`config.mk`:
```
export PLATFORM = sky130hd
export DESIGN_NAME = jpeg_marker_stream_repair_unit_flat
export DESIGN_NICKNAME = d
export VERILOG_FILES = /design/src/jmsr_pkg.sv /design/src/jmsr_if.sv /design/src/jmsr_front.sv /design/src/jmsr_queue.sv /design/src/jmsr_back.sv /design/src/jpeg_marker_stream_repair_unit.sv /design/src/flat_wrapper.sv
export SDC_FILE = /design/constraint.sdc
export NUM_CORES = 1
export LEC_CHECK = 0
export BUFFER_PORTS_ARGS = -buffer_cell sky130_fd_sc_hd__buf_2
export CORE_AREA = 2 2 144 146
export CTS_CLUSTER_DIAMETER = 50
export DETAILED_ROUTE_END_ITERATION = 10
export DIE_AREA = 0 0 146 148
export PLACE_DENSITY_LB_ADDON = 0.1
export SLEW_MARGIN = 40
export SYNTH_ARGS = -nofsm -noshare
export SYNTH_HDL_FRONTEND = slang
export SYNTH_HIERARCHICAL = 1
export SYNTH_SLANG_ARGS = --single-unit
```
`constraint.sdc`:
```
create_clock -name clk -period 16.6 [get_ports clk]
set_input_delay 2.49 -clock clk [delete_from_list [all_inputs] [get_ports clk]]
set_output_delay 2.49 -clock clk [all_outputs]
set_load 0.03 [all_outputs]
```
`src/jmsr_pkg.sv`:
```
// shared types and constants for the jpeg marker stream repair unit
package jmsr_pkg;

  localparam int LengthBits = 24;
  localparam int QDepth     = 2;
  localparam int QAw        = (QDepth > 1) ? $clog2(QDepth) : 1;
  localparam int MaxRes     = 4;

  typedef logic [LengthBits-1:0] len_t;
  typedef logic [LengthBits:0]   lenx_t;

  localparam logic [7:0] BYTE_FF  = 8'hFF;
  localparam logic [7:0] BYTE_00  = 8'h00;
  localparam logic [7:0] MRK_SOI  = 8'hD8;
  localparam logic [7:0] MRK_EOI  = 8'hD9;
  localparam logic [7:0] MRK_DROP = 8'hA0;
  localparam logic [7:0] MRK_SOF  = 8'hC0;
  localparam logic [7:0] MRK_DHT  = 8'hC4;
  localparam logic [7:0] MRK_DQT  = 8'hDB;
  localparam logic [7:0] MRK_SOS  = 8'hDA;
  localparam logic [7:0] MRK_APP0 = 8'hE0;
  localparam logic [7:0] SOS_LEN  = 8'h0C;
  localparam logic [7:0] SOS_SE   = 8'h3F;

  typedef enum logic [2:0] {
    MODE_IDLE,
    MODE_MARK,
    MODE_LEN_LO,
    MODE_LEN_HI,
    MODE_BODY,
    MODE_SCAN,
    MODE_PASS,
    MODE_DONE
  } mode_t;

  // one queued command: up to four results caused by one input byte
  typedef struct packed {
    logic [MaxRes-1:0][7:0] dat;
    logic [2:0]             cnt;
    logic                   end_only;
    logic                   blk_end;
  } cmd_t;

endpackage

```
`src/jmsr_if.sv`:
```
// valid/ready channel interfaces for input bytes and repaired results
interface jmsr_in_if;
  logic        valid;
  logic        ready;
  logic [7:0]  data_byte;
  logic        block_start;
  logic [23:0] block_length;

  modport source (output valid, data_byte, block_start, block_length, input ready);
  modport sink   (input valid, data_byte, block_start, block_length, output ready);
endinterface

interface jmsr_out_if;
  logic       valid;
  logic       ready;
  logic [7:0] out_byte;
  logic       byte_present;
  logic       run_last;
  logic       block_end;

  modport source (output valid, out_byte, byte_present, run_last, block_end, input ready);
  modport sink   (input valid, out_byte, byte_present, run_last, block_end, output ready);
endinterface

```
`src/jmsr_front.sv`:
```
// front end: accepts bytes, runs the marker parser and issues result commands
module jmsr_front
  import jmsr_pkg::*;
(
  input  logic      clk,
  input  logic      rst_n,
  jmsr_in_if.sink   in_if,
  input  logic      q_full,
  output logic      push,
  output cmd_t      push_cmd
);

  mode_t       mode_r, mode_nxt, mode_c;
  logic        pend_r, pend_nxt, pend_c;
  logic        seg_scan_r, seg_scan_nxt, seg_scan_c;
  logic [7:0]  len_lo_r, len_lo_nxt, len_lo_c;
  logic [15:0] left_r, left_nxt, left_c;
  len_t        pos_r, pos_nxt, pos_c;
  len_t        total_r, total_nxt, total_c;

  logic        accept;
  logic [7:0]  b;
  logic [15:0] seg_len;
  lenx_t       pos_p2;
  cmd_t        cmd;
  logic [2:0]  n;
  logic        fin;

  assign in_if.ready = !q_full;
  assign accept      = in_if.valid && !q_full;
  assign b           = in_if.data_byte;
  assign seg_len     = {b, len_lo_c};
  assign pos_p2      = {1'b0, pos_c} + lenx_t'(2);

  // parser state as seen by this byte, after a block start
  always_comb begin
    mode_c     = mode_r;
    pend_c     = pend_r;
    seg_scan_c = seg_scan_r;
    len_lo_c   = len_lo_r;
    left_c     = left_r;
    pos_c      = pos_r;
    total_c    = total_r;
    if (in_if.block_start) begin
      mode_c     = MODE_MARK;
      pend_c     = 1'b0;
      seg_scan_c = 1'b0;
      len_lo_c   = '0;
      left_c     = '0;
      pos_c      = '0;
      total_c    = len_t'({{LengthBits{1'b0}}, in_if.block_length});
    end
  end

  always_comb begin
    mode_nxt     = mode_c;
    pend_nxt     = pend_c;
    seg_scan_nxt = seg_scan_c;
    len_lo_nxt   = len_lo_c;
    left_nxt     = left_c;
    pos_nxt      = pos_c;
    total_nxt    = total_c;
    cmd          = '0;
    n            = '0;
    fin          = 1'b0;

    if (in_if.block_start && total_c == '0) begin
      mode_nxt     = MODE_DONE;
      n            = 3'd1;
      cmd.end_only = 1'b1;
      cmd.blk_end  = 1'b1;
    end else if (mode_c != MODE_IDLE && mode_c != MODE_DONE) begin
      case (mode_c)
        MODE_MARK: begin
          if (!pend_c) begin
            if (b == BYTE_FF) pend_nxt = 1'b1;
            else fin = 1'b1;
          end else begin
            pend_nxt = 1'b0;
            cmd.dat[n[1:0]] = BYTE_FF; n = n + 3'd1;
            case (b)
              MRK_SOI: begin
                cmd.dat[n[1:0]] = b; n = n + 3'd1;
              end
              MRK_DROP: begin
                n = '0;
              end
              MRK_SOF, MRK_DHT, MRK_DQT: begin
                cmd.dat[n[1:0]] = b; n = n + 3'd1;
                seg_scan_nxt = 1'b0;
                mode_nxt     = MODE_LEN_LO;
              end
              MRK_SOS: begin
                cmd.dat[n[1:0]] = MRK_SOS; n = n + 3'd1;
                cmd.dat[n[1:0]] = BYTE_00; n = n + 3'd1;
                cmd.dat[n[1:0]] = SOS_LEN; n = n + 3'd1;
                seg_scan_nxt = 1'b1;
                mode_nxt     = MODE_LEN_LO;
              end
              MRK_EOI: begin
                cmd.dat[n[1:0]] = b; n = n + 3'd1;
                fin = 1'b1;
              end
              MRK_APP0: begin
                cmd.dat[n[1:0]] = b; n = n + 3'd1;
                mode_nxt = MODE_PASS;
              end
              BYTE_FF: begin
                pend_nxt = 1'b1;
              end
              default: begin
                fin = 1'b1;
              end
            endcase
          end
        end
        MODE_LEN_LO: begin
          if (!seg_scan_c) begin
            cmd.dat[n[1:0]] = b; n = n + 3'd1;
          end
          len_lo_nxt = b;
          mode_nxt   = MODE_LEN_HI;
        end
        MODE_LEN_HI: begin
          if (!seg_scan_c) begin
            cmd.dat[n[1:0]] = b; n = n + 3'd1;
          end
          left_nxt = (seg_len >= 16'd2) ? seg_len - 16'd2 : 16'd0;
          if (left_nxt != '0) begin
            mode_nxt = MODE_BODY;
          end else if (seg_scan_c) begin
            cmd.dat[n[1:0]] = BYTE_00; n = n + 3'd1;
            cmd.dat[n[1:0]] = SOS_SE;  n = n + 3'd1;
            cmd.dat[n[1:0]] = BYTE_00; n = n + 3'd1;
            mode_nxt = MODE_SCAN;
          end else begin
            mode_nxt = MODE_MARK;
          end
        end
        MODE_BODY: begin
          cmd.dat[n[1:0]] = b; n = n + 3'd1;
          left_nxt = left_c - 16'd1;
          if (left_nxt == '0) begin
            if (seg_scan_c) begin
              cmd.dat[n[1:0]] = BYTE_00; n = n + 3'd1;
              cmd.dat[n[1:0]] = SOS_SE;  n = n + 3'd1;
              cmd.dat[n[1:0]] = BYTE_00; n = n + 3'd1;
              mode_nxt = MODE_SCAN;
            end else begin
              mode_nxt = MODE_MARK;
            end
          end
        end
        MODE_SCAN: begin
          if (pos_p2 < {1'b0, total_c}) begin
            cmd.dat[n[1:0]] = b; n = n + 3'd1;
            if (b == BYTE_FF) begin
              cmd.dat[n[1:0]] = BYTE_00; n = n + 3'd1;
            end
          end else if (pos_p2 == {1'b0, total_c}) begin
            cmd.dat[n[1:0]] = BYTE_FF; n = n + 3'd1;
          end else begin
            cmd.dat[n[1:0]] = MRK_EOI; n = n + 3'd1;
            fin = 1'b1;
          end
        end
        MODE_PASS: begin
          cmd.dat[n[1:0]] = b; n = n + 3'd1;
        end
        default: begin
        end
      endcase

      // length exhausted: flush a held ff and close the block
      if (!fin) begin
        pos_nxt = pos_c + len_t'(1);
        if (pos_nxt >= total_c) begin
          if (mode_nxt == MODE_MARK && pend_nxt) begin
            cmd.dat[n[1:0]] = BYTE_FF; n = n + 3'd1;
          end
          fin = 1'b1;
        end
      end
      if (fin) begin
        mode_nxt = MODE_DONE;
        pend_nxt = 1'b0;
        if (n == '0) begin
          n            = 3'd1;
          cmd.end_only = 1'b1;
        end
        cmd.blk_end = 1'b1;
      end
    end
    cmd.cnt = n;
  end

  assign push     = accept && (n != '0);
  assign push_cmd = cmd;

  always_ff @(posedge clk) begin
    if (!rst_n) begin
      mode_r <= MODE_IDLE;
      pend_r <= 1'b0;
    end else if (accept) begin
      mode_r <= mode_nxt;
      pend_r <= pend_nxt;
    end
  end

  always_ff @(posedge clk) begin
    if (accept) begin
      seg_scan_r <= seg_scan_nxt;
      len_lo_r   <= len_lo_nxt;
      left_r     <= left_nxt;
      pos_r      <= pos_nxt;
      total_r    <= total_nxt;
    end
  end

endmodule

```
`src/jmsr_queue.sv`:
```
// short command queue between the parser and the output serialiser
module jmsr_queue
  import jmsr_pkg::*;
(
  input  logic clk,
  input  logic rst_n,
  input  logic push,
  input  cmd_t push_cmd,
  input  logic pop,
  output cmd_t head,
  output logic empty,
  output logic full
);

  cmd_t           mem_r [QDepth];
  logic [QAw-1:0] wr_ptr_r, rd_ptr_r;
  logic [QAw:0]   count_r;

  assign empty = (count_r == '0);
  assign full  = (count_r == (QAw+1)'(QDepth));
  assign head  = mem_r[rd_ptr_r];

  always_ff @(posedge clk) begin
    if (push) mem_r[wr_ptr_r] <= push_cmd;
  end

  always_ff @(posedge clk) begin
    if (!rst_n) begin
      wr_ptr_r <= '0;
      rd_ptr_r <= '0;
      count_r  <= '0;
    end else begin
      if (push) begin
        wr_ptr_r <= (wr_ptr_r == (QAw)'(QDepth - 1)) ? '0 : wr_ptr_r + 1'b1;
      end
      if (pop) begin
        rd_ptr_r <= (rd_ptr_r == (QAw)'(QDepth - 1)) ? '0 : rd_ptr_r + 1'b1;
      end
      if (push && !pop) count_r <= count_r + 1'b1;
      else if (pop && !push) count_r <= count_r - 1'b1;
    end
  end

endmodule

```
`src/jmsr_back.sv`:
```
// back end: serialises each queued command into result transfers
module jmsr_back
  import jmsr_pkg::*;
(
  input  logic       clk,
  input  logic       rst_n,
  input  cmd_t       head,
  input  logic       empty,
  output logic       pop,
  jmsr_out_if.source out_if
);

  logic [1:0] idx_r;
  logic       last;
  logic       xfer;

  assign last = ({1'b0, idx_r} + 3'd1 == head.cnt);
  assign xfer = out_if.valid && out_if.ready;
  assign pop  = xfer && last;

  assign out_if.valid        = !empty;
  assign out_if.out_byte     = head.end_only ? BYTE_00 : head.dat[idx_r];
  assign out_if.byte_present = !head.end_only;
  assign out_if.run_last     = last;
  assign out_if.block_end    = last && head.blk_end;

  always_ff @(posedge clk) begin
    if (!rst_n) begin
      idx_r <= '0;
    end else if (xfer) begin
      idx_r <= last ? 2'd0 : idx_r + 2'd1;
    end
  end

endmodule

```
`src/jpeg_marker_stream_repair_unit.sv`:
```
// top level of the jpeg marker stream repair unit
// Repairs one modified jpeg block at a time, one input byte per transfer, into a
// standard marker stream. The first byte of a block carries block_start and the
// block length. A parser front end takes one byte per clock while its two-entry
// command queue has room; each byte becomes zero to four results (a marker's
// ff is held until its marker byte arrives, a scan ff gains a stuffed 00, an sos
// header gains its rebuilt length and 00 3f 00 tail). The back end hands out one
// result per clock while the receiver is ready; a byte with no result is accepted
// without a queue entry. Output stalls back up through the queue before they reach
// the input. run_last marks a byte's last result; block_end marks the block's
// last result, which is an end-only result with byte_present low where nothing
// else is due.
module jpeg_marker_stream_repair_unit
  import jmsr_pkg::*;
(
  input  logic       clk,
  input  logic       rst_n,
  jmsr_in_if.sink    in_if,
  jmsr_out_if.source out_if
);

  // queue hand-off between parser and serialiser
  logic push;
  cmd_t push_cmd;
  logic pop;
  cmd_t head;
  logic empty;
  logic full;

  // parser: marker decode, segment length tracking, scan byte stuffing
  jmsr_front u_front (
    .clk      (clk),
    .rst_n    (rst_n),
    .in_if    (in_if),
    .q_full   (full),
    .push     (push),
    .push_cmd (push_cmd)
  );

  // decouples input acceptance from output stalls
  jmsr_queue u_queue (
    .clk      (clk),
    .rst_n    (rst_n),
    .push     (push),
    .push_cmd (push_cmd),
    .pop      (pop),
    .head     (head),
    .empty    (empty),
    .full     (full)
  );

  // one result transfer per clock from the queue head while the receiver is ready
  jmsr_back u_back (
    .clk    (clk),
    .rst_n  (rst_n),
    .head   (head),
    .empty  (empty),
    .pop    (pop),
    .out_if (out_if)
  );

endmodule

```
`src/flat_wrapper.sv`:
```
// flat-port wrapper written by rule: the top's interface ports become plain ports
module jpeg_marker_stream_repair_unit_flat import jmsr_pkg::*;
  (clk, rst_n, in_if_valid, in_if_data_byte, in_if_block_start, in_if_block_length, in_if_ready, out_if_valid, out_if_out_byte, out_if_byte_present, out_if_run_last, out_if_block_end, out_if_ready);
  jmsr_in_if in_if_i ();
  jmsr_out_if out_if_i ();
  input  logic clk;
  input  logic rst_n;
  input wire logic [$bits(in_if_i.valid)-1:0] in_if_valid;
  input wire logic [$bits(in_if_i.data_byte)-1:0] in_if_data_byte;
  input wire logic [$bits(in_if_i.block_start)-1:0] in_if_block_start;
  input wire logic [$bits(in_if_i.block_length)-1:0] in_if_block_length;
  output wire logic [$bits(in_if_i.ready)-1:0] in_if_ready;
  output wire logic [$bits(out_if_i.valid)-1:0] out_if_valid;
  output wire logic [$bits(out_if_i.out_byte)-1:0] out_if_out_byte;
  output wire logic [$bits(out_if_i.byte_present)-1:0] out_if_byte_present;
  output wire logic [$bits(out_if_i.run_last)-1:0] out_if_run_last;
  output wire logic [$bits(out_if_i.block_end)-1:0] out_if_block_end;
  input wire logic [$bits(out_if_i.ready)-1:0] out_if_ready;
  assign in_if_i.valid = in_if_valid;
  assign in_if_i.data_byte = in_if_data_byte;
  assign in_if_i.block_start = in_if_block_start;
  assign in_if_i.block_length = in_if_block_length;
  assign in_if_ready = in_if_i.ready;
  assign out_if_valid = out_if_i.valid;
  assign out_if_out_byte = out_if_i.out_byte;
  assign out_if_byte_present = out_if_i.byte_present;
  assign out_if_run_last = out_if_i.run_last;
  assign out_if_block_end = out_if_i.block_end;
  assign out_if_i.ready = out_if_ready;
  jpeg_marker_stream_repair_unit u_core (.clk(clk), .rst_n(rst_n), .in_if(in_if_i), .out_if(out_if_i));
endmodule
```
==> reports/qor.txt, run 1 <==
Main area contributors after synthesis = edfxtp_1 (40%), ha_1 (6.8%), mux2_2 (4.3%)
Pin count of the biggest net entering global routing = 79
Final setup fails = 0
Slowest-stage cell, CP = nor2b_4
Hold Startpoint = u_core/u_queue/count_r[1]
Area delta synth->final = 9.057%
Max-cap violations = 0
Slowest stage delay, CP = 470 ps
Clock share of power = 28.8%
Worst Slack Setup Final = 7110 ps
CTS Hold Bufs = 0
Startpoint Class = input port
Status = finished, final reports clean
Total number of vias = 8212
Postcts setup bufs = 0
FMAX = 105.4 MHz
Diodes inserted = 0
Filler Cells Inserted = 1750
Syn avg cell area = 9.989 um2
Sw frac = 35.69%
Psw = 0.4929 mW
DIE AREA = 0.02161 mm2
Final #Nets = 1201
Final hold violations = 0
Remaining Overflow, GRT = 0
Leakage = 4.484 nW
Pre-CTS setup slack = 6685 ps
Synth top area share = 40.39%
FFs w/ async S/R, synth = 0%
Detailed-route vias per instance = 5.916
Number of synthesized flops with an enable pin = 147
CTS Buf Count = 17
Cell Int Power = 0.8882 mW
Antenna-violating nets left = 0
DRT iter0 DRCs = 666
Pwr Density = 115.9 mW/mm2
Detailed Routing Iterations Pass 1 = 5
TNS Setup = 0 ps
Clock slew at reported path FFs = 70 ps
Routability cong. = 0.9002
Final Max Slew Viols = 0
Ys flop type = edfxtp_1
Sequential power share = 42.4%
Worst skew pair latency = 440 ps
RSZ-0062 raised after global routing = no
Setup CP Type = in -> reg
Reg2Reg Depth = 26
Worst reg2reg startpoint = u_core/u_front/pos_r[2]
IO Pins = 50
Synth Instances = 1094
Peak supply drop = 0.07710 mV
Reg-to-Reg End = u_core/u_queue/mem_r[0][24]
H-tree Lvls = 4
CP Data Required Time = 16740 ps
CTS sink cnt = 158
Routed length per instance = 18.25 um
Combinational power share = 28.8%
Storage cell area = 0.004634 mm2
Worst Clk Skew = 9.991 ps
Synthesized cell area = 0.01093 mm2
Die span in y = 148 um
Root Buffer = clkbuf_16
Cell taking the most area after synthesis = edfxtp_1
Distinct cells, synth = 74
Min cycle time layout = 9490 ps
Crit Path Max Fanout = 67
CTS tree = yes
Top-count cell post-synth = edfxtp_1
Post-synth top cells = edfxtp_1 (147), nor2_1 (95), nand2_1 (83)
WP data arrival = 9630 ps
Clock Tree Buf Depth = 2
Global-route wire length before repair = 41440 um
Die width = 146 um
Hold Path Stages = 2
CTS-repair resized insts = 0
Post-Syn Nets = 1190
Synthesized flop and latch total = 158
Tcrit/Tclk final = 57.17%
Hold WC Path Type = reg -> reg
Layout cells sized above 1 = 14.49%
Starting density of the core = 54.53%
FP Rows = 52
DRC = 0
WL final = 25330 um
Hold Crit Endpoint = u_core/u_queue/count_r[1]
Seq/Total Area, Yosys = 42.41%
Worst setup EP type = register
Core Region = 0.02004 mm2
Slew @ Worst Pin = 746.1 ps
Vias in the first global route = 8043
Antenna violations before repair = 0
R2r setup slk = 9650 ps
HPWL after detailed placement = 18190 um
Port-buffer cells = 49
Area occupied by multi-input gates = 0.005806 mm2
Synth warn = 6
Global Route Usage Sum = 24.12%
Slew headroom = 50.26%
## worst max path at each step
stage | from | slack, ps | to | depth (start not counted)
6_report | in_if_block_start | 7110 | u_core/u_queue/mem_r[0][24] | 28
5_1_grt | in_if_block_start | 6270 | u_core/u_queue/mem_r[0][18] | 28
4_1_cts | in_if_block_start | 7160 | u_core/u_queue/mem_r[0][12] | 28
3_5_place_dp | in_if_block_start | 6690 | u_core/u_queue/mem_r[0][32] | 28
3_3_place_gp | in_if_block_start | 6500 | u_core/u_queue/mem_r[0][30] | 27
2_1_floorplan | in_if_block_start | 6250 | u_core/u_queue/mem_r[0][0] | 31
## critical path: cells and delay by family
family,cells,cell delay (ps)
and+or+nand+nor,10,2900
xor gates and xnor gates,1,130
AOI/OAI and AO/OA,10,2070
adders and majority gates,3,920
buffers and inverters,4,1090
## kinds of logic (layout without fill, tap and decap cells)
| kind of cell | Yosys count | after routing | share of synthesized area (%) |
|---|---|---|---|
| compound gates | 197 | 197 | 11.35 |
| xor+xnor | 73 | 73 | 5.919 |
| buf+inv | 115 | 139 | 4.843 |
| flops | 158 | 158 | 42.41 |
| simple gates | 411 | 411 | 19.67 |
| fa+ha+maj | 59 | 59 | 6.755 |
| mux | 81 | 81 | 9.057 |
## power groups by stage
stage	Combinational (mW)	Sequential (mW)	Clock [mW]
after floorplan	0.319	0.562	0
after global placement	0.388	0.591	0
after detailed placement	0.398	0.591	0
after CTS	0.400	0.584	0.405
after global routing	0.443	0.595	0.419
final	0.398	0.585	0.398
## registers in the layout, summed over array words and instances, names as in the netlist, named ones only
| name | count |
|---|---|
| u_core/u_back/idx_r | 2 |
| u_core/u_front/left_r | 16 |
| u_core/u_front/len_lo_r | 8 |
| u_core/u_front/mode_r | 3 |
| u_core/u_front/pend_r | 1 |
| u_core/u_front/pos_r | 24 |
| u_core/u_front/seg_scan_r | 1 |
| u_core/u_front/total_r | 24 |
| u_core/u_queue/count_r | 2 |
| u_core/u_queue/mem_r | 74 |
| u_core/u_queue/rd_ptr_r | 1 |
| u_core/u_queue/wr_ptr_r | 1 |
## placed cells by master (no fill, tap or decap), types with 21 or more instances in the layout
cell type	synthesis	final
xor2_1	26	26
mux2i_1	31	31
a21oi_1	46	46
inv_1	49	48
buf_2	7	48
o21ai_0	66	66
nand2_1	83	83
mux2_2	42	42
nor3_1	25	24
nand2b_1	29	29
nand4_1	21	21
edfxtp_1	147	147
xnor2_1	46	46
nor2b_1	26	25
ha_1	59	59
nand3_1	33	33
nor2_1	95	93
## cell type report
class                           count  share of cell area, %
Tap cell                          270                  2.835
Multi-Input combinational cell    821                  48.71
Sequential cell                   158                  38.89
Inverter                           49                  1.554
Clock inverter                     15                  1.638
Clock buffer                       17                  3.570
Timing Repair Buffer               58                  2.803
## per-stage QoR
stage / util, % / instance area, um2 / total power, mW / hold slack, ps / instances
2_1_floorplan: - / 10930 / 0.8813 / 466.2 / 1094
3_3_place_gp: 56.09 / 11240 / 0.9797 / 510.7 / 1354
3_5_place_dp: 56.33 / 11290 / 0.9895 / 541.3 / 1356
4_1_cts: 59.43 / 11910 / 1.388 / 558.0 / 1388
5_1_grt: 59.47 / 11920 / 1.458 / 595.6 / 1388
6_report: 59.47 / 11920 / 1.381 / 562.4 / 1388
## per-layer routing
layer  track usage, %  up-vias  wire length (um)  part of all wire [%]
met1            30.95     3915             11230                    44
met2            42.48      215             12720                    50
met3            3.364       38               884                   3.5
met5                0        -                 0                     0
met4            7.621        0               491                   1.9
li1                 -     4044                 -                     -
(Power assumes the default switching activity.)
==> run 2: changes to the inputs <==
--- a/config.mk
+++ b/config.mk
@@ -5,11 +5,12 @@
 export SDC_FILE = /design/constraint.sdc
 export NUM_CORES = 1
 export LEC_CHECK = 0
+export ABC_AREA = 1
 export BUFFER_PORTS_ARGS = -buffer_cell sky130_fd_sc_hd__buf_2
-export CORE_AREA = 2 2 144 146
+export CORE_AREA = 2 2 149 151
 export CTS_CLUSTER_DIAMETER = 50
 export DETAILED_ROUTE_END_ITERATION = 10
-export DIE_AREA = 0 0 146 148
+export DIE_AREA = 0 0 151 153
 export PLACE_DENSITY_LB_ADDON = 0.1
 export SLEW_MARGIN = 40
 export SYNTH_ARGS = -nofsm -noshare
==> constraint.sdc (replaced) <==
create_clock -name clk -period 8.42 [get_ports clk]
set_input_delay 1.263 -clock clk [delete_from_list [all_inputs] [get_ports clk]]
set_output_delay 1.263 -clock clk [all_outputs]
set_load 0.03 [all_outputs]
==> run 2 against run 1 <==
Total power rose by 120%; clock skew is 11 ps higher; worst setup slack got worse by 5700 ps; core utilization is 1.6 points lower; critical endpoint is now u_core/u_queue/mem_r[0][6]; routed wire length is 15% higher; critical path type unchanged; sequential power rose by 93%; synthesized cell count grew 24%; non-clock buffer count is 2 lower; area after synthesis rose by 5.9%; largest cell class unchanged; die area is 6.9% higher; worst hold slack worse by 78 ps.
==> reports/qor.txt, run 2 <==
Status = finished, final reports clean
R2r setup slk = 2260 ps
Peak supply drop = 0.1156 mV
Slowest stage delay, CP = 420 ps
CTS Hold Bufs = 0
Root Buffer = clkbuf_16
Post-Syn Nets = 1457
Final hold violations = 0
Commonest non-fill, non-tap cell in the layout = nand2_1
Filler Cells Inserted = 2006
Die span in y = 153 um
Commonest cells after routing, fill and taps aside = nand2_1 (231), inv_1 (177), nor2_1 (157)
DIE AREA = 0.02310 mm2
Placed insts = 1647
CTS Buf Count = 17
Distinct cells, synth = 61
Routability cong. = 0.9831
Worst skew pair latency = 440 ps
Worst Slack Setup Final = 1366 ps
Pre-CTS setup slack = 1076 ps
IO Pins = 50
Slowest-stage cell, CP = buf_4
Leakage = 5.387 nW
Main area contributors after synthesis = edfxtp_1 (38%), nand2_1 (7.5%), ha_1 (6.4%)
H-tree Lvls = 4
Top-count cell post-synth = nand2_1
Post-synth top cells = nand2_1 (231), inv_1 (178), nor2_1 (158)
Detailed Routing Iterations Pass 1 = 7
Tcrit/Tclk final = 83.78%
Area delta synth->final = 7.491%
Max reg flops = 74
Global-route wire length before repair = 47330 um
RSZ-0062 raised after global routing = no
Synth Instances = 1361
Detailed-route vias per instance = 5.641
Synth top area share = 38.14%
Starting density of the core = 53.87%
Hold Path Stages = 2
Max-cap violations = 0
CTS sink cnt = 158
Diodes inserted = 0
Layout cells sized above 1 = 16.30%
FFs w/ async S/R, synth = 0%
Core Region = 0.02149 mm2
Clock slew at reported path FFs = 80 ps
CTS-repair resized insts = 0
Synthesized flop and latch total = 158
Setup CP Type = in -> reg
Hold Startpoint = u_core/u_front/pend_r
FP Rows = 54
Util after Layout = 57.91%
Postcts setup bufs = 0
Startpoint Class = input port
DRT iter0 DRCs = 822
CP Data Required Time = 8500 ps
HPWL after detailed placement = 21420 um
Hold WC Path Type = reg -> reg
Biggest register = u_core/u_queue/mem_r
Vias in the first global route = 9124
Syn avg cell area = 8.505 um2
Worst Clk Skew = 20.86 ps
Die width = 151 um
Antenna violations before repair = 0
Cell taking the most area after synthesis = edfxtp_1
Final #Nets = 1482
Worst path most repeated cell = inv_1
Routed length per instance = 17.30 um
Remaining Overflow, GRT = 0
WP data arrival = 7130 ps
Largest registers = u_core/u_queue/mem_r: 74 flops, u_core/u_front/pos_r: 24 flops, u_core/u_front/total_r: 24 flops
Synth warn = 6
Global Route Usage Sum = 25.94%
Ys flop type = edfxtp_1
Worst reg2reg startpoint = u_core/u_front/pos_r[1]
Pin count of the biggest net entering global routing = 44
Antenna-violating nets left = 0
Reg-to-Reg End = u_core/u_queue/mem_r[0][6]
Synthesized cell area = 0.01157 mm2
Final Max Slew Viols = 0
Pwr Density = 239.0 mW/mm2
WL final = 29060 um
Number of synthesized flops with an enable pin = 147
Port-buffer cells = 49
Slew headroom = 42.91%
DRC = 0
Total number of vias = 9471
FMAX = 141.8 MHz
TNS Setup = 0 ps
Reg2Reg Depth = 32
Seq/Total Area, Yosys = 40.04%
Clock Tree Buf Depth = 2
Tot Pwr = 2.973 mW
Hold Crit Endpoint = u_core/u_front/pend_r
Min cycle time layout = 7054 ps
Fin cells = 1679
CTS tree = yes
Final setup fails = 0
Worst setup EP type = register
Slew @ Worst Pin = 847.4 ps
Crit Path Max Fanout = 31
## run 2: how the worst max path moves through the flow
stage | end | from | cells past startpoint
floorplan | u_core/u_queue/mem_r[0][0] | in_if_block_start | 33
global placement | u_core/u_queue/mem_r[0][23] | in_if_block_start | 34
detailed placement | u_core/u_queue/mem_r[0][23] | in_if_block_start | 34
CTS | u_core/u_queue/mem_r[0][32] | in_if_block_start | 34
global route | u_core/u_queue/mem_r[0][32] | in_if_block_start | 34
finish | u_core/u_queue/mem_r[0][6] | in_if_block_start | 34
## run 2: critical path, delay by kind of cell
kind	cells	cell delay (ps)
AND/OR/NAND/NOR	17	2920
buffers and inverters	13	2000
adder cells (fa/ha/maj)	2	480
AO/OA/AOI/OAI	1	250
XOR/XNOR	1	200
## run 2: cell families (layout without fill, tap and decap cells)
| group | Yosys count | after routing | synth area share, % |
|---|---|---|---|
| adder cells (fa/ha/maj) | 59 | 59 | 6.378 |
| AO/OA/AOI/OAI | 224 | 224 | 11.59 |
| buffers and inverters | 239 | 277 | 9.848 |
| multiplexers | 39 | 39 | 4.745 |
| XOR/XNOR | 44 | 44 | 3.394 |
| AND/OR/NAND/NOR | 598 | 598 | 24.01 |
| flip-flops | 158 | 158 | 40.04 |
## run 2: report_power, final
part	internal [mW]	total (mW)	switching, mW
logic	0.332	1.00	0.671
registers	1.06	1.13	0.0776
clock network	0.480	0.836	0.356
## run 2: final cells by class
type	instances	area [um2]	share of cell area, %
clock buffers	18	429.2	3.449
clock inverters	14	193.9	1.559
inverters	189	725.7	5.833
multi-input cells	964	5808	46.68
flip-flops and latches	158	4637	37.27
well taps	280	350.3	2.816
repair buffers	56	297.8	2.393
## run 2: stage by stage
step	instance area [um2]	hold slack [ps]
finish	12440	484.6
global route	12440	530.9
CTS	12440	488.5
detailed placement	11820	463.2
global placement	11820	459.7
floorplan	11570	443.6
## run 2: metal layers
metal  global-route usage [%]  share of wire (%)
met1                    36.83                 47
met2                    41.47                 46
met3                    3.582                5.4
met4                    7.388                1.7
met5                        0                  0
